File: src/sv/x86d_pkg.sv
`timescale 1ns / 1ps
// Package: types, codes and decode helpers for the x86 subset decoder.
package x86d_pkg;

    typedef enum logic [2:0] {
        PH_PREFIX = 3'd0,
        PH_ESCAPE = 3'd1,
        PH_MODRM  = 3'd2,
        PH_SIB    = 3'd3,
        PH_DISP   = 3'd4,
        PH_IMM    = 3'd5
    } t_phase;

    localparam logic [5:0] K_UD     = 6'd0;
    localparam logic [5:0] K_UNIMPL = 6'd1;
    localparam logic [5:0] K_ALU    = 6'd2;
    localparam logic [5:0] K_MOVSX  = 6'd3;
    localparam logic [5:0] K_MOVZX  = 6'd4;
    localparam logic [5:0] K_PUSH   = 6'd5;
    localparam logic [5:0] K_POP    = 6'd6;
    localparam logic [5:0] K_JCC    = 6'd7;
    localparam logic [5:0] K_MOV    = 6'd8;
    localparam logic [5:0] K_LEA    = 6'd9;
    localparam logic [5:0] K_XCHG   = 6'd10;
    localparam logic [5:0] K_NOP    = 6'd11;
    localparam logic [5:0] K_PUSHF  = 6'd12;
    localparam logic [5:0] K_POPF   = 6'd13;
    localparam logic [5:0] K_SHIFT  = 6'd14;
    localparam logic [5:0] K_RET    = 6'd15;
    localparam logic [5:0] K_LEAVE  = 6'd16;
    localparam logic [5:0] K_INT    = 6'd17;
    localparam logic [5:0] K_IRETQ  = 6'd18;
    localparam logic [5:0] K_IN     = 6'd19;
    localparam logic [5:0] K_OUT    = 6'd20;
    localparam logic [5:0] K_CALL   = 6'd21;
    localparam logic [5:0] K_JMP    = 6'd22;
    localparam logic [5:0] K_HLT    = 6'd23;
    localparam logic [5:0] K_UNARY  = 6'd24;
    localparam logic [5:0] K_MULDIV = 6'd25;
    localparam logic [5:0] K_FLAG   = 6'd26;
    localparam logic [5:0] K_CMOV   = 6'd27;
    localparam logic [5:0] K_DESC   = 6'd28;
    localparam logic [5:0] K_MOVCR  = 6'd29;
    localparam logic [5:0] K_WRMSR  = 6'd30;
    localparam logic [5:0] K_RDMSR  = 6'd31;
    localparam logic [5:0] K_SETCC  = 6'd32;
    localparam logic [5:0] K_CPUID  = 6'd33;

    localparam logic [2:0] FM_NONE    = 3'd0;
    localparam logic [2:0] FM_RM_REG  = 3'd1;
    localparam logic [2:0] FM_REG_RM  = 3'd2;
    localparam logic [2:0] FM_ACC_IMM = 3'd3;
    localparam logic [2:0] FM_RM_IMM  = 3'd4;

    localparam logic [7:0] OP_ESC  = 8'h0f;
    localparam logic [7:0] PFX_OS  = 8'h66;
    localparam logic [7:0] PFX_AS  = 8'h67;
    localparam logic [7:0] PFX_LCK = 8'hf0;

    // Raw instruction record handed from the parser to the classifier.
    typedef struct packed {
        logic        trunc;
        logic [4:0]  count;     // saturates at 16
        logic        os16;
        logic        as32;
        logic        lock;
        logic [7:0]  rex;
        logic [7:0]  opcode;
        logic        two_byte;
        logic [7:0]  modrm;
        logic [7:0]  sib;
        logic [31:0] disp;
        logic [63:0] imm;
    } t_raw;

    typedef struct packed {
        logic        status;
        logic [3:0]  length;
        logic [5:0]  op_class;
        logic [3:0]  sub_op;
        logic [3:0]  operand_size;
        logic [2:0]  source_size;
        logic [2:0]  operand_form;
        logic [3:0]  reg_number;
        logic [3:0]  rm_number;
        logic [39:0] decode_flags;
        logic [31:0] displacement;
        logic [63:0] immediate;
    } t_res;

    function automatic logic is_pfx(input logic [7:0] b);
        case (b) inside
            8'h66, 8'h67, 8'hf0, 8'hf2, 8'hf3, 8'h26, 8'h2e, 8'h36, 8'h3e,
            8'h64, 8'h65, [8'h40:8'h4f]: is_pfx = 1'b1;
            default: is_pfx = 1'b0;
        endcase
    endfunction

    function automatic logic needs_modrm(input logic [7:0] op, input logic tb);
        if (tb) begin
            case (op) inside
                8'h01, 8'h1f, 8'h20, 8'h22, [8'h40:8'h4f], [8'h90:8'h9f],
                8'haf, 8'hb6, 8'hb7, 8'hbe, 8'hbf: needs_modrm = 1'b1;
                default: needs_modrm = 1'b0;
            endcase
        end else if (op <= 8'h3f) begin
            needs_modrm = (op[2:0] <= 3'd3);
        end else begin
            case (op) inside
                8'h63, [8'h80:8'h8b], 8'h8d, 8'h8f, 8'hc0, 8'hc1, 8'hc6, 8'hc7,
                [8'hd0:8'hd3], 8'hf6, 8'hf7, 8'hfe, 8'hff: needs_modrm = 1'b1;
                default: needs_modrm = 1'b0;
            endcase
        end
    endfunction

    function automatic logic [3:0] base_os(input logic rw, input logic os16);
        base_os = rw ? 4'd8 : (os16 ? 4'd2 : 4'd4);
    endfunction

    function automatic logic [3:0] disp_len(input logic [7:0] m, input logic [7:0] s);
        case (m[7:6])
            2'd3: disp_len = 4'd0;
            2'd1: disp_len = 4'd1;
            2'd2: disp_len = 4'd4;
            default: begin
                if (m[2:0] == 3'd4) disp_len = (s[2:0] == 3'd5) ? 4'd4 : 4'd0;
                else disp_len = (m[2:0] == 3'd5) ? 4'd4 : 4'd0;
            end
        endcase
    endfunction

    function automatic logic [3:0] imm_len(input logic [7:0] op, input logic tb,
                                           input logic [7:0] m, input logic rw,
                                           input logic os16);
        logic [3:0] os;
        logic [3:0] wd;
        os = base_os(rw, os16);
        wd = (os == 4'd8) ? 4'd4 : os;
        imm_len = 4'd0;
        if (tb) begin
            imm_len = (op[7:4] == 4'h8) ? 4'd4 : 4'd0;
        end else if (op <= 8'h3f) begin
            if (op[2:0] == 3'd4) imm_len = 4'd1;
            else if (op[2:0] == 3'd5) imm_len = wd;
        end else begin
            case (op) inside
                8'h68: imm_len = os16 ? 4'd2 : 4'd4;
                8'h81, 8'ha9: imm_len = wd;
                8'h6a, [8'h70:8'h7f], 8'h80, 8'h82, 8'h83, 8'ha8, [8'hb0:8'hb7],
                8'hc0, 8'hc1, 8'hcd, [8'he4:8'he7], 8'heb: imm_len = 4'd1;
                [8'hb8:8'hbf]: imm_len = os;
                8'hc2: imm_len = 4'd2;
                8'he8, 8'he9: imm_len = 4'd4;
                8'hc6, 8'hf6: imm_len = (m[5:3] == 3'd0) ? 4'd1 : 4'd0;
                8'hc7, 8'hf7: imm_len = (m[5:3] == 3'd0) ? wd : 4'd0;
                default: imm_len = 4'd0;
            endcase
        end
    endfunction

endpackage

File: src/sv/x86d_if.sv
`timescale 1ns / 1ps
// Interfaces: byte input channel and decoded result channel.
interface x86d_in_if;
    logic       valid;
    logic       ready;
    logic [7:0] byte_value;
    logic       last_available;
    modport source (output valid, output byte_value, output last_available, input ready);
    modport sink   (input valid, input byte_value, input last_available, output ready);
endinterface

interface x86d_out_if;
    logic        valid;
    logic        ready;
    logic        status;
    logic [3:0]  length;
    logic [5:0]  op_class;
    logic [3:0]  sub_op;
    logic [3:0]  operand_size;
    logic [2:0]  source_size;
    logic [2:0]  operand_form;
    logic [3:0]  reg_number;
    logic [3:0]  rm_number;
    logic [39:0] decode_flags;
    logic signed [31:0] displacement;
    logic [63:0] immediate;
    modport source (output valid, output status, output length, output op_class,
                    output sub_op, output operand_size, output source_size,
                    output operand_form, output reg_number, output rm_number,
                    output decode_flags, output displacement, output immediate,
                    input ready);
    modport sink   (input valid, input status, input length, input op_class,
                    input sub_op, input operand_size, input source_size,
                    input operand_form, input reg_number, input rm_number,
                    input decode_flags, input displacement, input immediate,
                    output ready);
endinterface

File: src/sv/x86d_front.sv
`timescale 1ns / 1ps
// Front end: byte parser that assembles one raw instruction record.
module x86d_front #(
    parameter int MAX_PREFIXES = 14
) (
    input  logic                i_clk,
    input  logic                i_rst_n,
    input  logic                i_valid,
    input  logic [7:0]          i_byte,
    input  logic                i_last,
    output logic                o_ready,
    output logic                o_rec_valid,
    output x86d_pkg::t_raw      o_rec,
    input  logic                i_rec_ready
);
    x86d_pkg::t_phase r_phase, n_phase;
    logic [4:0]  r_count;
    logic        r_os16, r_as32, r_lock, r_tb;
    logic [7:0]  r_rex, r_op, r_modrm, r_sib;
    logic [31:0] r_disp;
    logic [63:0] r_imm;
    logic [3:0]  r_rem;
    logic [1:0]  r_dk;
    logic [2:0]  r_ik;

    logic        fire, done, rst_rec;
    logic [4:0]  cnt;
    logic [7:0]  op_v, m_v, s_v;
    logic        tb_v;
    logic [3:0]  il, dl, n_rem;
    logic        os16_v, as32_v, lock_v;
    logic [7:0]  rex_v;
    logic [31:0] disp_v;
    logic [63:0] imm_v;

    assign o_ready = i_rec_ready;
    assign fire    = i_valid & o_ready;
    assign cnt     = (r_count <= 5'd15) ? r_count + 5'd1 : r_count;

    always_comb begin
        n_phase = r_phase;
        done    = 1'b0;
        op_v = r_op; tb_v = r_tb; m_v = r_modrm; s_v = r_sib;
        os16_v = r_os16; as32_v = r_as32; lock_v = r_lock; rex_v = r_rex;
        disp_v = r_disp; imm_v = r_imm; n_rem = r_rem;
        il = 4'd0; dl = 4'd0;
        case (r_phase)
            x86d_pkg::PH_PREFIX: begin
                if (cnt <= 5'(MAX_PREFIXES) && x86d_pkg::is_pfx(i_byte)) begin
                    if (i_byte == x86d_pkg::PFX_OS) os16_v = 1'b1;
                    else if (i_byte == x86d_pkg::PFX_AS) as32_v = 1'b1;
                    else if (i_byte == x86d_pkg::PFX_LCK) lock_v = 1'b1;
                    rex_v = (i_byte[7:4] == 4'h4) ? i_byte : 8'h00;
                end else if (i_byte == x86d_pkg::OP_ESC) begin
                    n_phase = x86d_pkg::PH_ESCAPE;
                end else begin
                    op_v = i_byte; tb_v = 1'b0;
                end
            end
            x86d_pkg::PH_ESCAPE: begin
                op_v = i_byte; tb_v = 1'b1;
            end
            x86d_pkg::PH_MODRM: begin
                m_v = i_byte;
                if (i_byte[7:6] != 2'd3 && i_byte[2:0] == 3'd4) n_phase = x86d_pkg::PH_SIB;
            end
            x86d_pkg::PH_SIB: s_v = i_byte;
            x86d_pkg::PH_DISP: begin
                case (r_dk)
                    2'd0: disp_v[7:0]   = i_byte;
                    2'd1: disp_v[15:8]  = i_byte;
                    2'd2: disp_v[23:16] = i_byte;
                    default: disp_v[31:24] = i_byte;
                endcase
                n_rem = r_rem - 4'd1;
            end
            x86d_pkg::PH_IMM: begin
                imm_v = r_imm | (64'(i_byte) << {r_ik, 3'b000});
                n_rem = r_rem - 4'd1;
            end
            default: n_phase = x86d_pkg::PH_PREFIX;
        endcase
        il = x86d_pkg::imm_len(op_v, tb_v, m_v, rex_v[3], os16_v);
        dl = x86d_pkg::disp_len(m_v, s_v);
        // Onward chaining: opcode -> modrm -> address -> immediate.
        case (r_phase)
            x86d_pkg::PH_PREFIX, x86d_pkg::PH_ESCAPE: begin
                if (n_phase == r_phase || r_phase == x86d_pkg::PH_ESCAPE) begin
                    if (!(r_phase == x86d_pkg::PH_PREFIX && (op_v != i_byte || tb_v
                          || (cnt <= 5'(MAX_PREFIXES) && x86d_pkg::is_pfx(i_byte))))) begin
                        if (x86d_pkg::needs_modrm(op_v, tb_v)) n_phase = x86d_pkg::PH_MODRM;
                        else if (il != 4'd0) begin
                            n_phase = x86d_pkg::PH_IMM; n_rem = il;
                        end else done = 1'b1;
                    end
                end
            end
            x86d_pkg::PH_MODRM, x86d_pkg::PH_SIB: begin
                if (r_phase == x86d_pkg::PH_SIB || n_phase != x86d_pkg::PH_SIB) begin
                    if (dl != 4'd0) begin
                        n_phase = x86d_pkg::PH_DISP; n_rem = dl;
                    end else if (il != 4'd0) begin
                        n_phase = x86d_pkg::PH_IMM; n_rem = il;
                    end else done = 1'b1;
                end
            end
            x86d_pkg::PH_DISP: begin
                if (n_rem == 4'd0) begin
                    if (il != 4'd0) begin
                        n_phase = x86d_pkg::PH_IMM; n_rem = il;
                    end else done = 1'b1;
                end
            end
            x86d_pkg::PH_IMM: if (n_rem == 4'd0) done = 1'b1;
            default: ;
        endcase
    end

    assign rst_rec = done | i_last;

    always_comb begin
        o_rec          = '0;
        o_rec.trunc    = ~done;
        o_rec.count    = cnt;
        if (done) begin
            o_rec.os16 = os16_v; o_rec.as32 = as32_v; o_rec.lock = lock_v;
            o_rec.rex = rex_v; o_rec.opcode = op_v; o_rec.two_byte = tb_v;
            o_rec.modrm = m_v; o_rec.sib = s_v; o_rec.disp = disp_v; o_rec.imm = imm_v;
        end
    end
    assign o_rec_valid = fire & rst_rec;

    always_ff @(posedge i_clk) begin
        if (!i_rst_n) begin
            r_phase <= x86d_pkg::PH_PREFIX;
            r_count <= '0; r_os16 <= 1'b0; r_as32 <= 1'b0; r_lock <= 1'b0;
            r_rex <= '0; r_tb <= 1'b0; r_disp <= '0; r_imm <= '0; r_rem <= '0;
            r_dk <= '0; r_ik <= '0;
        end else if (fire) begin
            if (rst_rec) begin
                r_phase <= x86d_pkg::PH_PREFIX;
                r_count <= '0; r_os16 <= 1'b0; r_as32 <= 1'b0; r_lock <= 1'b0;
                r_rex <= '0; r_tb <= 1'b0; r_disp <= '0; r_imm <= '0; r_rem <= '0;
                r_dk <= '0; r_ik <= '0;
            end else begin
                r_phase <= n_phase; r_count <= cnt;
                r_os16 <= os16_v; r_as32 <= as32_v; r_lock <= lock_v; r_rex <= rex_v;
                r_tb <= tb_v; r_disp <= disp_v; r_imm <= imm_v; r_rem <= n_rem;
                r_dk <= (n_phase == x86d_pkg::PH_DISP && r_phase != x86d_pkg::PH_DISP)
                        ? 2'd0 : r_dk + 2'(r_phase == x86d_pkg::PH_DISP);
                r_ik <= (n_phase == x86d_pkg::PH_IMM && r_phase != x86d_pkg::PH_IMM)
                        ? 3'd0 : r_ik + 3'(r_phase == x86d_pkg::PH_IMM);
            end
        end
    end

    always_ff @(posedge i_clk) begin
        if (fire) begin
            r_op <= op_v; r_modrm <= m_v; r_sib <= s_v;
        end
    end
endmodule

File: src/sv/x86d_queue.sv
`timescale 1ns / 1ps
// Two-entry queue of raw instruction records between parser and classifier.
module x86d_queue (
    input  logic           i_clk,
    input  logic           i_rst_n,
    input  logic           i_valid,
    input  x86d_pkg::t_raw i_data,
    output logic           o_ready,
    output logic           o_valid,
    output x86d_pkg::t_raw o_data,
    input  logic           i_ready
);
    x86d_pkg::t_raw r_mem [2];
    logic       r_wp, r_rp;
    logic [1:0] r_cnt;
    logic       wr, rd;

    assign o_ready = (r_cnt != 2'd2);
    assign o_valid = (r_cnt != 2'd0);
    assign o_data  = r_mem[r_rp];
    assign wr = i_valid & o_ready;
    assign rd = o_valid & i_ready;

    always_ff @(posedge i_clk) begin
        if (!i_rst_n) begin
            r_wp <= 1'b0; r_rp <= 1'b0; r_cnt <= '0;
        end else begin
            if (wr) r_wp <= ~r_wp;
            if (rd) r_rp <= ~r_rp;
            r_cnt <= r_cnt + 2'(wr) - 2'(rd);
        end
    end

    always_ff @(posedge i_clk) begin
        if (wr) r_mem[r_wp] <= i_data;
    end
endmodule

File: src/sv/x86d_back.sv
`timescale 1ns / 1ps
// Back end: classifies a raw record into the result fields, registered output.
module x86d_back (
    input  logic           i_clk,
    input  logic           i_rst_n,
    input  logic           i_valid,
    input  x86d_pkg::t_raw i_rec,
    output logic           o_ready,
    output logic           o_valid,
    output x86d_pkg::t_res o_res,
    input  logic           i_ready
);
    x86d_pkg::t_res r_res, res;
    logic r_valid;

    always_comb begin
        logic [7:0] op;
        logic [2:0] lo, dg, rmf, bf, xf;
        logic rw, rr, rx, rb, hm, sib, hdisp, rip, nobase, noidx;
        logic acc, isrc, ronly, shimm, shcl;
        logic [1:0] md, scale;
        logic [3:0] reg_n, rm_n, base, idx, dl, il, os, stk, sub;
        logic [2:0] src, form;
        logic [5:0] cls;
        logic [31:0] disp;
        logic [63:0] imm;
        op = i_rec.opcode; lo = op[2:0];
        rw = i_rec.rex[3]; rr = i_rec.rex[2]; rx = i_rec.rex[1]; rb = i_rec.rex[0];
        hm = x86d_pkg::needs_modrm(op, i_rec.two_byte);
        md = 2'd0; dg = 3'd0; reg_n = 4'd0; rm_n = 4'd0; scale = 2'd0; base = 4'd0;
        idx = 4'd0; sib = 1'b0; hdisp = 1'b0; rip = 1'b0; nobase = 1'b0; noidx = 1'b0;
        dl = 4'd0; rmf = i_rec.modrm[2:0]; bf = i_rec.sib[2:0]; xf = i_rec.sib[5:3];
        il = x86d_pkg::imm_len(op, i_rec.two_byte, i_rec.modrm, rw, i_rec.os16);
        os = x86d_pkg::base_os(rw, i_rec.os16);
        src = 3'd0; form = x86d_pkg::FM_NONE; cls = x86d_pkg::K_UD; sub = 4'd0;
        acc = 1'b0; isrc = 1'b0; ronly = 1'b0; shimm = 1'b0; shcl = 1'b0;
        stk = i_rec.os16 ? 4'd2 : 4'd8;
        imm = i_rec.imm;
        if (hm) begin
            md = i_rec.modrm[7:6]; dg = i_rec.modrm[5:3];
            reg_n = {rr, dg}; rm_n = {rb, rmf};
            if (md != 2'd3 && rmf == 3'd4) begin
                sib = 1'b1; scale = i_rec.sib[7:6];
                base = {rb, bf}; idx = {rx, xf};
                noidx = (xf == 3'd4) && !rx;
                nobase = (md == 2'd0) && (bf == 3'd5);
            end
            dl = x86d_pkg::disp_len(i_rec.modrm, i_rec.sib);
            hdisp = (dl != 4'd0);
            rip = (md == 2'd0) && !sib && (rmf == 3'd5) && !i_rec.as32;
        end
        disp = i_rec.disp;
        if (dl == 4'd1) disp = {{24{i_rec.disp[7]}}, i_rec.disp[7:0]};

        if (!i_rec.two_byte) begin
            case (op) inside
                [8'h00:8'h3f]: begin
                    if (lo <= 3'd5) begin
                        cls = x86d_pkg::K_ALU; sub = {1'b0, op[5:3]};
                        if (!lo[0]) os = 4'd1;
                        form = (lo <= 3'd1) ? x86d_pkg::FM_RM_REG :
                               (lo <= 3'd3) ? x86d_pkg::FM_REG_RM : x86d_pkg::FM_ACC_IMM;
                        acc = (lo >= 3'd4);
                    end
                end
                8'h63: begin cls = x86d_pkg::K_MOVSX; src = 3'd4; os = rw ? 4'd8 : 4'd4; end
                [8'h50:8'h5f]: begin
                    cls = (op < 8'h58) ? x86d_pkg::K_PUSH : x86d_pkg::K_POP;
                    os = stk; ronly = 1'b1; rm_n = {rb, lo};
                end
                8'h68, 8'h6a: begin cls = x86d_pkg::K_PUSH; isrc = 1'b1; os = stk; end
                [8'h70:8'h7f]: begin cls = x86d_pkg::K_JCC; sub = op[3:0]; end
                [8'h80:8'h83]: begin
                    cls = x86d_pkg::K_ALU; form = x86d_pkg::FM_RM_IMM; sub = {1'b0, dg};
                    if (op == 8'h80) os = 4'd1;
                end
                8'h84, 8'h85: begin
                    cls = x86d_pkg::K_ALU; sub = 4'd8; form = x86d_pkg::FM_RM_REG;
                    if (!op[0]) os = 4'd1;
                end
                8'h86, 8'h87: begin cls = x86d_pkg::K_XCHG; if (!op[0]) os = 4'd1; end
                [8'h88:8'h8b]: begin
                    cls = x86d_pkg::K_MOV; if (!op[0]) os = 4'd1;
                    form = op[1] ? x86d_pkg::FM_REG_RM : x86d_pkg::FM_RM_REG;
                end
                8'h8d: begin cls = x86d_pkg::K_LEA; form = x86d_pkg::FM_REG_RM; end
                8'h8f: begin cls = x86d_pkg::K_POP; os = stk; end
                [8'h90:8'h97]: begin
                    if (op == 8'h90 && !rb) cls = x86d_pkg::K_NOP;
                    else begin
                        cls = x86d_pkg::K_XCHG; hm = 1'b1; md = 2'd3; reg_n = 4'd0;
                        rm_n = {rb, lo};
                    end
                end
                8'h98: begin
                    cls = x86d_pkg::K_MOVSX; ronly = 1'b1; rm_n = 4'd0; md = 2'd3;
                    src = rw ? 3'd4 : (i_rec.os16 ? 3'd1 : 3'd2);
                end
                8'h9c: begin cls = x86d_pkg::K_PUSHF; os = stk; end
                8'h9d: begin cls = x86d_pkg::K_POPF; os = stk; end
                8'ha8, 8'ha9: begin
                    cls = x86d_pkg::K_ALU; sub = 4'd8; form = x86d_pkg::FM_ACC_IMM; acc = 1'b1;
                    if (!op[0]) os = 4'd1;
                end
                [8'hb0:8'hbf]: begin
                    cls = x86d_pkg::K_MOV; ronly = 1'b1; rm_n = {rb, lo};
                    if (op < 8'hb8) os = 4'd1;
                end
                8'hc0, 8'hc1, [8'hd0:8'hd3]: begin
                    if (!op[0]) os = 4'd1;
                    if (dg == 3'd2 || dg == 3'd3 || dg == 3'd6) cls = x86d_pkg::K_UNIMPL;
                    else begin cls = x86d_pkg::K_SHIFT; sub = {1'b0, dg}; end
                    if (op <= 8'hc1) shimm = 1'b1;
                    else if (op >= 8'hd2) shcl = 1'b1;
                    else imm = 64'd1;
                end
                8'hc2, 8'hc3: cls = x86d_pkg::K_RET;
                8'hc6, 8'hc7: begin
                    if (!op[0]) os = 4'd1;
                    if (dg == 3'd0) begin cls = x86d_pkg::K_MOV; form = x86d_pkg::FM_RM_IMM; end
                end
                8'hc9: cls = x86d_pkg::K_LEAVE;
                8'hcc: begin cls = x86d_pkg::K_INT; imm = 64'd3; end
                8'hcd: cls = x86d_pkg::K_INT;
                8'hcf: cls = x86d_pkg::K_IRETQ;
                [8'he4:8'he7]: begin
                    cls = (op <= 8'he5) ? x86d_pkg::K_IN : x86d_pkg::K_OUT;
                    if (!op[0]) os = 4'd1;
                    isrc = 1'b1;
                end
                [8'hec:8'hef]: begin
                    cls = (op <= 8'hed) ? x86d_pkg::K_IN : x86d_pkg::K_OUT;
                    if (!op[0]) os = 4'd1;
                end
                8'he8: cls = x86d_pkg::K_CALL;
                8'he9, 8'heb: cls = x86d_pkg::K_JMP;
                8'hf4: cls = x86d_pkg::K_HLT;
                8'hf6, 8'hf7: begin
                    if (!op[0]) os = 4'd1;
                    if (dg == 3'd0) begin
                        cls = x86d_pkg::K_ALU; sub = 4'd8; form = x86d_pkg::FM_RM_IMM;
                    end else if (dg == 3'd2 || dg == 3'd3) begin
                        cls = x86d_pkg::K_UNARY; sub = {1'b0, dg};
                    end else if (dg >= 3'd4) begin
                        cls = x86d_pkg::K_MULDIV; sub = {2'b00, dg[1:0]};
                    end
                end
                [8'hf8:8'hfd]: begin cls = x86d_pkg::K_FLAG; sub = {1'b0, lo}; end
                8'hfe, 8'hff: begin
                    if (!op[0]) os = 4'd1;
                    if (dg <= 3'd1) begin cls = x86d_pkg::K_UNARY; sub = {1'b0, dg}; end
                    else if (op[0] && dg == 3'd2) begin cls = x86d_pkg::K_CALL; os = 4'd8; end
                    else if (op[0] && dg == 3'd4) begin cls = x86d_pkg::K_JMP; os = 4'd8; end
                    else if (op[0] && dg == 3'd6) begin cls = x86d_pkg::K_PUSH; os = stk; end
                end
                default: ;
            endcase
        end else begin
            case (op) inside
                [8'h40:8'h4f]: begin cls = x86d_pkg::K_CMOV; sub = op[3:0]; end
                8'h01: begin
                    if (md == 2'd3) cls = x86d_pkg::K_UD;
                    else if (dg <= 3'd3) begin cls = x86d_pkg::K_DESC; sub = {1'b0, dg}; end
                    else cls = x86d_pkg::K_UNIMPL;
                end
                8'h20, 8'h22: begin
                    cls = x86d_pkg::K_MOVCR; os = 4'd8; sub = {3'b000, ~op[1]};
                end
                8'h30: cls = x86d_pkg::K_WRMSR;
                8'h32: cls = x86d_pkg::K_RDMSR;
                8'h1f: cls = x86d_pkg::K_NOP;
                [8'h80:8'h8f]: begin cls = x86d_pkg::K_JCC; sub = op[3:0]; end
                [8'h90:8'h9f]: begin cls = x86d_pkg::K_SETCC; sub = op[3:0]; os = 4'd1; end
                8'ha2: cls = x86d_pkg::K_CPUID;
                8'haf: begin cls = x86d_pkg::K_MULDIV; sub = 4'd4; end
                8'hb6, 8'hb7, 8'hbe, 8'hbf: begin
                    cls = (op <= 8'hb7) ? x86d_pkg::K_MOVZX : x86d_pkg::K_MOVSX;
                    src = op[0] ? 3'd2 : 3'd1;
                end
                default: ;
            endcase
        end
        if (i_rec.count[4]) cls = x86d_pkg::K_UD;

        res = '0;
        res.length = i_rec.count[4] ? 4'd15 : i_rec.count[3:0];
        if (i_rec.trunc) begin
            res.status = 1'b1;
        end else begin
            res.op_class = cls; res.sub_op = sub; res.operand_size = os;
            res.source_size = src; res.operand_form = form;
            res.reg_number = reg_n; res.rm_number = rm_n;
            res.decode_flags = {5'd0, i_rec.os16, i_rec.as32, shcl, shimm, ronly, isrc,
                                acc, il, (i_rec.rex != 8'h00), rb, rx, rr, rw,
                                i_rec.lock, noidx, nobase, rip, hdisp, sib, hm,
                                idx, base, scale, md};
            res.displacement = disp; res.immediate = imm;
        end
    end

    assign o_ready = ~r_valid | i_ready;
    assign o_valid = r_valid;
    assign o_res   = r_res;

    always_ff @(posedge i_clk) begin
        if (!i_rst_n) r_valid <= 1'b0;
        else if (o_ready) r_valid <= i_valid;
    end

    always_ff @(posedge i_clk) begin
        if (o_ready && i_valid) r_res <= res;
    end
endmodule

File: src/sv/x86_64_subset_instruction_decoder.sv
`timescale 1ns / 1ps
// Top level of the streaming x86-64 subset instruction decoder.
//
// Usage: instruction bytes arrive one beat at a time on i_in (valid/ready,
// byte_value plus last_available). The parser in the front end tracks the
// prefix, opcode, ModRM, SIB, displacement and immediate phases and, on the
// byte that completes an instruction (or on a last_available byte that does
// not), pushes one raw record into a two-entry queue. The back end classifies
// the record and holds the result in an output register on o_out.
// Throughput: one byte per cycle while the queue has space; the parser
// updates its phase registers once per beat. The record enters the queue
// as the final byte is taken; the back end then loads the result into the
// output register, from which it is offered on o_out. Truncation gives status 1
// with the byte count and all other fields zero; over-long instructions report
// class undefined with length 15.
// Reset: i_rst_n synchronous, active low; the parser returns to the prefix
// phase and queue and output register empty.
// Stall: when o_out is not taken the output register holds, the queue fills,
// and input ready falls only once the queue has no space left.
module x86_64_subset_instruction_decoder #(
    parameter int MAX_PREFIXES = 14
) (
    input  logic              i_clk,
    input  logic              i_rst_n,
    x86d_in_if.sink           i_in,
    x86d_out_if.source        o_out
);
    logic           rec_valid, rec_ready, q_valid, q_ready;
    x86d_pkg::t_raw rec, q_data;
    x86d_pkg::t_res res;

    x86d_front #(.MAX_PREFIXES(MAX_PREFIXES)) u_front (
        .i_clk(i_clk), .i_rst_n(i_rst_n),
        .i_valid(i_in.valid), .i_byte(i_in.byte_value), .i_last(i_in.last_available),
        .o_ready(i_in.ready), .o_rec_valid(rec_valid), .o_rec(rec), .i_rec_ready(rec_ready)
    );

    x86d_queue u_queue (
        .i_clk(i_clk), .i_rst_n(i_rst_n),
        .i_valid(rec_valid), .i_data(rec), .o_ready(rec_ready),
        .o_valid(q_valid), .o_data(q_data), .i_ready(q_ready)
    );

    x86d_back u_back (
        .i_clk(i_clk), .i_rst_n(i_rst_n),
        .i_valid(q_valid), .i_rec(q_data), .o_ready(q_ready),
        .o_valid(o_out.valid), .o_res(res), .i_ready(o_out.ready)
    );

    assign o_out.status       = res.status;
    assign o_out.length       = res.length;
    assign o_out.op_class     = res.op_class;
    assign o_out.sub_op       = res.sub_op;
    assign o_out.operand_size = res.operand_size;
    assign o_out.source_size  = res.source_size;
    assign o_out.operand_form = res.operand_form;
    assign o_out.reg_number   = res.reg_number;
    assign o_out.rm_number    = res.rm_number;
    assign o_out.decode_flags = res.decode_flags;
    assign o_out.displacement = $signed(res.displacement);
    assign o_out.immediate    = res.immediate;
endmodule
File: src/flat_wrapper.sv
// flat-port wrapper written by rule: the top's interface ports become plain ports
module x86_64_subset_instruction_decoder_flat 
#(
    parameter int MAX_PREFIXES = 14
)
  (i_clk, i_rst_n, i_in_valid, i_in_byte_value, i_in_last_available, i_in_ready, o_out_valid, o_out_status, o_out_length, o_out_op_class, o_out_sub_op, o_out_operand_size, o_out_source_size, o_out_operand_form, o_out_reg_number, o_out_rm_number, o_out_decode_flags, o_out_displacement, o_out_immediate, o_out_ready);
  x86d_in_if i_in_i ();
  x86d_out_if o_out_i ();
  input  logic i_clk;
  input  logic i_rst_n;
  input wire logic [$bits(i_in_i.valid)-1:0] i_in_valid;
  input wire logic [$bits(i_in_i.byte_value)-1:0] i_in_byte_value;
  input wire logic [$bits(i_in_i.last_available)-1:0] i_in_last_available;
  output wire logic [$bits(i_in_i.ready)-1:0] i_in_ready;
  output wire logic [$bits(o_out_i.valid)-1:0] o_out_valid;
  output wire logic [$bits(o_out_i.status)-1:0] o_out_status;
  output wire logic [$bits(o_out_i.length)-1:0] o_out_length;
  output wire logic [$bits(o_out_i.op_class)-1:0] o_out_op_class;
  output wire logic [$bits(o_out_i.sub_op)-1:0] o_out_sub_op;
  output wire logic [$bits(o_out_i.operand_size)-1:0] o_out_operand_size;
  output wire logic [$bits(o_out_i.source_size)-1:0] o_out_source_size;
  output wire logic [$bits(o_out_i.operand_form)-1:0] o_out_operand_form;
  output wire logic [$bits(o_out_i.reg_number)-1:0] o_out_reg_number;
  output wire logic [$bits(o_out_i.rm_number)-1:0] o_out_rm_number;
  output wire logic [$bits(o_out_i.decode_flags)-1:0] o_out_decode_flags;
  output wire logic [$bits(o_out_i.displacement)-1:0] o_out_displacement;
  output wire logic [$bits(o_out_i.immediate)-1:0] o_out_immediate;
  input wire logic [$bits(o_out_i.ready)-1:0] o_out_ready;
  assign i_in_i.valid = i_in_valid;
  assign i_in_i.byte_value = i_in_byte_value;
  assign i_in_i.last_available = i_in_last_available;
  assign i_in_ready = i_in_i.ready;
  assign o_out_valid = o_out_i.valid;
  assign o_out_status = o_out_i.status;
  assign o_out_length = o_out_i.length;
  assign o_out_op_class = o_out_i.op_class;
  assign o_out_sub_op = o_out_i.sub_op;
  assign o_out_operand_size = o_out_i.operand_size;
  assign o_out_source_size = o_out_i.source_size;
  assign o_out_operand_form = o_out_i.operand_form;
  assign o_out_reg_number = o_out_i.reg_number;
  assign o_out_rm_number = o_out_i.rm_number;
  assign o_out_decode_flags = o_out_i.decode_flags;
  assign o_out_displacement = o_out_i.displacement;
  assign o_out_immediate = o_out_i.immediate;
  assign o_out_i.ready = o_out_ready;
  x86_64_subset_instruction_decoder #(.MAX_PREFIXES(MAX_PREFIXES)) u_core (.i_clk(i_clk), .i_rst_n(i_rst_n), .i_in(i_in_i), .o_out(o_out_i));
endmodule
File: config.mk
export PLATFORM = sky130hd
export DESIGN_NAME = x86_64_subset_instruction_decoder_flat
export DESIGN_NICKNAME = d
export VERILOG_FILES = /design/src/sv/x86d_pkg.sv /design/src/sv/x86d_if.sv /design/src/sv/x86d_front.sv /design/src/sv/x86d_queue.sv /design/src/sv/x86d_back.sv /design/src/sv/x86_64_subset_instruction_decoder.sv /design/src/flat_wrapper.sv
export SDC_FILE = /design/constraint.sdc
export NUM_CORES = 1
export LEC_CHECK = 0
export BUFFER_PORTS_ARGS = -buffer_cell sky130_fd_sc_hd__buf_2
export CAP_MARGIN = 20
export CORE_ASPECT_RATIO = 1.2
export CORE_MARGIN = 10
export CORE_UTILIZATION = 30
export DETAILED_ROUTE_END_ITERATION = 10
export PLACE_DENSITY_LB_ADDON = 0.3
export SETUP_SLACK_MARGIN = 0.5
export SLEW_MARGIN = 20
export SYNTH_ARGS = -nofsm -noshare
export SYNTH_HDL_FRONTEND = slang
export SYNTH_SLANG_ARGS = --single-unit
File: constraint.sdc
create_clock -name i_clk -period 9.81 [get_ports i_clk]
set_input_delay 0.981 -clock i_clk [delete_from_list [all_inputs] [get_ports i_clk]]
set_output_delay 0.981 -clock i_clk [all_outputs]
set_load 0.05 [all_outputs]
Yosys cells after proc, flatten, opt, wreduce, memory -nomap -nowiden:

Memories as Yosys holds them, arrays and structs flattened. A register that Yosys moved wholly into a read port is not among the register bits.
Index checks and enable logic that the tools add are counted.

* add/sub/neg operators: 6
* magnitude comparators: 63
* eq/ne operators: 140
* shift operators: 1
* mux-type cells: 517
* bitwise logic cells: 15
* reductions and logical operators: 105

Operator list (count)
* 64-bit two-way mux: 27
* 4-bit two-way mux: 170
* 8-bit == test, second input constant: 69
* 3-bit two-way mux: 84
* 6-bit two-way mux: 41
* 8-bit less-or-equal comparator, second input constant: 20
* 132-bit two-way mux: 1
* 8-bit greater-or-equal comparator, second input constant: 16
* 1-bit two-way mux: 122
* 32-bit two-way mux: 3
* 8-bit two-way mux: 12
* 8-bit by 6-bit == test with 1-bit output, second input constant: 10
* 8-bit by 7-bit == test with 1-bit output, second input constant: 10
* 2-bit two-way mux: 37
* 64-bit bitwise OR: 1
* 8-bit by 6-bit left shift with 64-bit output: 1
* 5-bit two-way mux: 12
* 3-bit == test, second input constant: 18
* 8-bit by 7-bit greater-or-equal comparator with 1-bit output, second input constant: 6
* 8-bit by 7-bit less-or-equal comparator with 1-bit output, second input constant: 6
* 2-bit OR reduction: 24
* 1-bit logical AND: 43
* 3-bit case mux with 3 select lines: 4
* 12-bit OR reduction: 3
* 51 further kinds: 107

* flip-flop bits (word level): 323
* bits in writable memories: 276
* input bits: 13
* output and inout port bits: 171
* word-level logic and storage cells: 887
* memories: 1

Memory list
* u_core.u_queue.r_mem: depth 2, width 138, read ports 1, clocked after memory_dff 1, write ports 1, line x86d_queue.sv:13 `x86d_pkg::t_raw r_mem [2];`

Depth between registers and ports, before layout:

* word-level depth: 46
* gate-level depth with buffers: 24
* gate-level depth less buffers: 20

Modules after synthesis:

A second synthesis with hierarchy kept.

* cells, all modules: 2492
* area, all modules: 28513.6 um2

By module, submodules not included
* x86d_queue: instances 1, cells each 459, area each 10742.8 um2
* x86d_back: instances 1, cells each 916, area each 9268.9 um2
* x86d_front: instances 1, cells each 1117, area each 8501.9 um2

Least setup slack after synthesis:

No wires, ideal clock.

* path type: input to register
* from: input port o_out_ready
* to: register u_core.u_queue.r_cnt[1]
* arrival time: 9612 ps
* data required time: 9682 ps
* setup slack: 70 ps
* stages on the path: 8
* buffers on the path: 0
* path through: nor2b_1 nor2_1 ha_1 inv_1 ha_1 xor2_1 xnor2_1 nor2_1

* longest elaborated chain between the ends: 3

RTL lines
* start, declared: line flat_wrapper.sv:28 `input wire logic [$bits(o_out_i.ready)-1:0] o_out_ready;`
* 1-bit bitwise OR: line x86d_back.sv:201 `assign o_ready = ~r_valid | i_ready;`
* 1-bit bitwise AND: line x86d_queue.sv:22 `assign rd = o_valid & i_ready;`
* via u_core.u_queue.rd: line x86d_queue.sv:16 `logic wr, rd;`
* 2-bit by 1-bit subtractor with 2-bit output: line x86d_queue.sv:30 `r_cnt <= r_cnt + 2'(wr) - 2'(rd);`
* end signal, assigned: line x86d_queue.sv:30
* end, declared: line x86d_queue.sv:15 `logic [1:0] r_cnt;`

The timed path passes the listed nets, and every way through them passes these cells.
A chain may end at the register's enable or synchronous reset.

Final worst setup path:

* from: input port i_in_byte_value[4]
* to: register u_core.u_front.r_rex[7]

RTL lines
* start, declared: line flat_wrapper.sv:12 `input wire logic [$bits(i_in_i.byte_value)-1:0] i_in_byte_value;`
* 8-bit by 7-bit greater-or-equal comparator with 1-bit output (not written as such) / 8-bit by 7-bit less-or-equal comparator with 1-bit output (equally long branches): line x86d_front.sv:49 `if (cnt <= 5'(MAX_PREFIXES) && x86d_pkg::is_pfx(i_byte)) begin`
* 1-bit logical AND (not written as such): line x86d_front.sv:49
* 12-bit OR reduction: line x86d_pkg.sv:92 `case (b) inside`
* 1-bit two-way mux: line x86d_pkg.sv:92
* 1-bit two-way mux: line x86d_front.sv:47 `case (r_phase)`
* 1-bit logical AND: line x86d_front.sv:49
* 8-bit two-way mux *: line x86d_front.sv:49
* 8-bit case mux with 2 select lines *: line x86d_front.sv:47
* via u_core.u_front.op_v[2]: line x86d_front.sv:28 `logic [7:0] op_v, m_v, s_v;`
* (+12 left out)
* 4-bit nonzero test: line x86d_front.sv:92, x86d_front.sv:102, x86d_front.sv:109
* 1-bit two-way mux: line x86d_front.sv:92, x86d_front.sv:102, x86d_front.sv:109
* 1-bit two-way mux: line x86d_front.sv:91 `if (x86d_pkg::needs_modrm(op_v, tb_v)) n_phase = x86d_pkg::PH_MODRM;`
* 1-bit two-way mux: line x86d_front.sv:89 `if (!(r_phase == x86d_pkg::PH_PREFIX && (op_v != i_byte || tb_v`
* 1-bit two-way mux: line x86d_front.sv:88 `if (n_phase == r_phase || r_phase == x86d_pkg::PH_ESCAPE) begin`
* 1-bit case mux with 4 select lines *: line x86d_front.sv:86 `case (r_phase)`
* 1-bit bitwise OR *: line x86d_front.sv:119 `assign rst_rec = done | i_last;`
* 8-bit two-way mux *: line x86d_front.sv:140 `if (rst_rec) begin`
* end signal, assigned: line x86d_front.sv:147 `r_os16 <= os16_v; r_as32 <= as32_v; r_lock <= lock_v; r_rex <= rex_v;`
* end, declared: line x86d_front.sv:19 `logic [7:0] r_rex, r_op, r_modrm, r_sib;`

The timed path passes the listed nets; every way through them passes the cells marked *. The select of a mux whose other input is x is not followed.

==> summary.md <==
| Metric | Value |
|---|---|
| Result of the run | `complete, no violations` |
| Static power due to leakage | `0.0107 uW` |
| CTS H-Tree Depth | `2` |
| Simple logic cell fraction of the synthesized area | `0.154` |
| Power density over the cells | `~340 mW/mm2` |
| Clock-pin slew on the worst setup and hold paths | `60 ps` |
| Top area cells in the synthesized netlist | `sky130_fd_sc_hd__edfxtp_1, sky130_fd_sc_hd__dfxtp_1, sky130_fd_sc_hd__nor2_1` |
| Maxcap violations | `0` |
| Global route total overflow | `0` |
| Prevailing post-synth register cell | `sky130_fd_sc_hd__edfxtp_1` |
| FF/Latch Area | `0.0166 mm2` |
| Fraction of final layout cells sized beyond drive strength 1 | `0.141` |
| Number of buffer cells added on primary ports | `178` |
| Area growth, synth to finish | `15.2%` |
| Post-synth EDFFs | `464` |
| Dominant combinational cell family by area after synthesis | `simple AND/OR/NAND/NOR gates` |
| Worst rel slew slack | `0.234` |
| Master of the slowest instance on the critical path | `sky130_fd_sc_hd__a2111oi_0` |
| Number of design rule violations left after detail routing | `0` |
| Vertical die dimension | `350 um` |
| Portion of total power attributed to sequential cells | `0.354` |
| Maximum vdd ir drop | `0.000211 V` |
| Library cell appearing most often on the critical path | `sky130_fd_sc_hd__nor3_1` |
| Post-route non-filler standard cell count | `3,843` |
| Endpoint type of the worst setup path | `register` |
| Via/cell ratio | `5.31` |
| First-pass GRT wire length | `127 mm` |
| Total core area | `0.0896 mm2` |
| Initial Util | `0.303` |
| Critical path start-end classification | `in -> reg` |
| Area occupied by multi-input gates | `0.00983 mm2` |
| Number of global-route vias before repair | `19,953` |
| Number of fill cells in the layout | `8,915` |
| Final HPWL from detailed placement | `approximately 57 mm` |
| TNS Setup | `0 ps` |
| Number of setup violations in the final report | `0` |
| Parity-gate share of the synthesized area counting xor and xnor cells | `0.00354` |
| Number of unique standard cell types used by synthesis | `90` |
| Kind of start point of the critical path | `input pin` |
| Worst stage delay on the critical path | `800 ps` |
| Period minus WS final | `6590 ps` |
| Horiz. Die Dim | `295 um` |
| Die Outline Area | `0.103 mm2` |
| Slew of the pin with the lowest slew margin | `~1100 ps` |
| Clock sinks | `595` |
| Wire length per cell after detailed routing | `21.9 um` |
| Maximum number of pins on one net before global-route repair | `90` |
| Power Internal | `5870 uW` |
| CTS tree | `yes` |
| Yosys top cell by area | `sky130_fd_sc_hd__edfxtp_1` |
| Number of buffers on the longest clock path | `3` |
| Relative contribution of combinational cells to total power | `0.419` |
| Final period util | `0.671` |
| Data required time at the worst endpoint | `between 10,000 and 15,000 ps` |
| Critical path buffers and inverters | `3` |
| Number of hold buffers added after cts | `0` |
| TritonCTS Buffers | `59` |
| Synth Cell Area | `0.0272 mm2` |
| Io pins | `approximately 180` |
| Routed wire length | `84.1 mm` |
| Clock power frac | `0.227` |
| Final slew viol count | `0` |
| Clock latency of the later-clocked register in the worst-skew pair | `670 ps` |
| Via Count | `20,400` |
| Post-Synthesis Cells | `roughly 2,500` |
| Clk Tree Root Cell | `sky130_fd_sc_hd__clkbuf_16` |
| Remaining antenna violation count after routing | `0` |
| Cell type group with the largest total delay on the critical path | `compound AO/OA/AOI/OAI gates` |
| Proportion of register bits with asynchronous set or reset after synthesis | `0` |
| CP cell instances | `buf_2 > nor4bb_4 > a31oi_2 > o211a_2 > nor3_1 > a221o_1 > inv_1 > a2111oi_0 > nor3_1 > o32a_1 > and3_4 > a211oi_4 > buf_4 > a21oi_1 > nor3_1` |
| Most instantiated library cell after synthesis | `sky130_fd_sc_hd__edfxtp_1` |
| # nets final | `2,652` |
| Final setup skew | `49.0 ps` |
| Total track usage | `0.157` |
| Achievable Freq | `152 MHz` |
| Share of the synthesized area in the top cell type | `0.513` |
| YS warnings | `0` |
| Post-cts resize count | `0` |
| Post-synthesis compound-gate area fraction | `0.141` |
| Rows | `120` |
| Adder-cell area share of the yosys netlist | `0.00322` |
| Worst Hold Class | `reg -> reg` |
| Proportion of synthesized chip area in sequential cells | `0.609` |
| Final Hold Viols | `0` |
| Multiplexer share of the synthesized area | `0.0564` |
| Initial DRT Pass Iterations | `6` |
| Arrival time of the worst setup path | `7150 ps` |
| Share of total power consumed by net switching | `0.442` |
| Switching component of the power | `4650 uW` |
| Unrepaired setup endpoints after global routing | `no` |
| Mean cell area of the mapped netlist | `about 11 um2` |
| #FFs+latches synth | `595` |
| RD Place Congestion | `0.995` |
| Max Fanout on Critical Path | `73` |
| Placed instance count | `3,730` |
| Violation count after the first detailed-routing iteration | `between 1,500 and 2,000` |
| Post-CTS repair timing setup buffer count | `0` |
| Initial antenna violation count | `8` |
| Ranking of synthesized cells by instance count | `sky130_fd_sc_hd__edfxtp_1, sky130_fd_sc_hd__nor2_1, sky130_fd_sc_hd__a21oi_1, sky130_fd_sc_hd__nand2_1, sky130_fd_sc_hd__mux2i_1` |
routing by layer:
layer  part of all wire  routed length [um]  track usage
met4              0.040                3340       0.0639
met3              0.060                5030       0.0253
met1               0.43               36100        0.203
met2               0.47               39700        0.259
met5           0.000095                   8            0
placed cells by master, fill, tap and decap left out, types with 39 or more instances in the layout:
master	synthesis	final
sky130_fd_sc_hd__a21oi_1	240	240
sky130_fd_sc_hd__edfxtp_1	464	464
sky130_fd_sc_hd__buf_2	15	178
sky130_fd_sc_hd__mux2i_1	134	133
sky130_fd_sc_hd__nor3_1	41	39
sky130_fd_sc_hd__a31oi_1	110	110
sky130_fd_sc_hd__nand2_1	216	214
sky130_fd_sc_hd__buf_4	10	44
sky130_fd_sc_hd__nand3_1	106	106
sky130_fd_sc_hd__nor2_1	387	385
sky130_fd_sc_hd__o21ai_0	64	64
sky130_fd_sc_hd__clkbuf_16	0	59
sky130_fd_sc_hd__dfxtp_1	131	130
kinds of logic after synthesis:
family | count (synthesis)
AO/OA/AOI/OAI | 611
adder cells (fa/ha/maj) | 7
AND/OR/NAND/NOR | 924
multiplexers | 151
flip-flops | 595
other | 1
buffers and inverters | 210
XOR/XNOR | 11
state kept, by name (all words and copies together) (netlist names), 2 cells and up, named ones only:
register                flops
u_core.u_back.o_res       164
u_core.u_front.r_rem        4
u_core.u_front.r_ik         3
u_core.u_front.r_rex        8
u_core.u_front.r_sib        8
u_core.u_front.r_op         8
u_core.u_front.r_modrm      8
u_core.u_queue.r_mem      276
u_core.u_front.r_phase      3
u_core.u_front.r_count      5
u_core.u_front.r_imm       64
u_core.u_front.r_dk         2
u_core.u_front.r_disp      32
u_core.u_queue.r_cnt        2
worst paths after layout:
check | endpoint | cells after the start | slack [ps] | from
worst min-delay path | u_core.u_front.r_rex[4] | 2 | 440 | u_core.u_front.r_rex[4]
worst max register to register | u_core.u_front.r_rex[7] | 16 | 3440 | u_core.u_front.r_count[0]
worst min register to register | u_core.u_front.r_rex[4] | 2 | 440 | u_core.u_front.r_rex[4]
worst max-delay path | u_core.u_front.r_rex[7] | 15 | 3220 | i_in_byte_value[4]
worst reg2reg max path: stages (launching register included):
cell and delay (ps):
sky130_fd_sc_hd__dfxtp_1 490, sky130_fd_sc_hd__ha_1 310, sky130_fd_sc_hd__xnor2_1 120, sky130_fd_sc_hd__o41ai_2 620, sky130_fd_sc_hd__nand2_1 150, sky130_fd_sc_hd__a31oi_1 630, sky130_fd_sc_hd__o32ai_4 330, sky130_fd_sc_hd__inv_2 240
sky130_fd_sc_hd__nand2_1 90, sky130_fd_sc_hd__a2111oi_0 790, sky130_fd_sc_hd__nor3_1 110, sky130_fd_sc_hd__o32a_1 260, sky130_fd_sc_hd__and3_4 240, sky130_fd_sc_hd__a211oi_4 600, sky130_fd_sc_hd__buf_4 740, sky130_fd_sc_hd__a21oi_1 390
sky130_fd_sc_hd__nor3_1 200
through the flow:
step	hold slack [ps]	setup slack [ps]	power (uW)	utilization	cell area [um2]
2_1_floorplan	425	2170	6860	-	27200
3_3_place_gp	432	2740	8220	0.326	29200
3_5_place_dp	435	2750	8180	0.326	29300
4_1_cts	446	3400	10600	0.349	31300
5_1_grt	471	2960	11000	0.349	31300
6_report	442	3220	10500	0.349	31300
power groups by stage:
stage	Combinational (uW)	Clock [uW]	Sequential, uW
4_1_cts	4410	2450	3750
3_5_place_dp	4390	0	3790
5_1_grt	4690	2560	3790
6_report	4410	2390	3730
3_3_place_gp	4430	0	3790
2_1_floorplan	2000	0	4860
layout make-up:
cell class,count,area share
clock buffer,67,0.0481
inverter,43,0.00535
timing repair buffer,224,0.0403
clock inverter,45,0.0176
antenna,1,0.0000799
multi-input combinational,1709,0.314
sequential,595,0.529
tap,1159,0.0463
No activity file was read; power rests on OpenSTA's default activity.
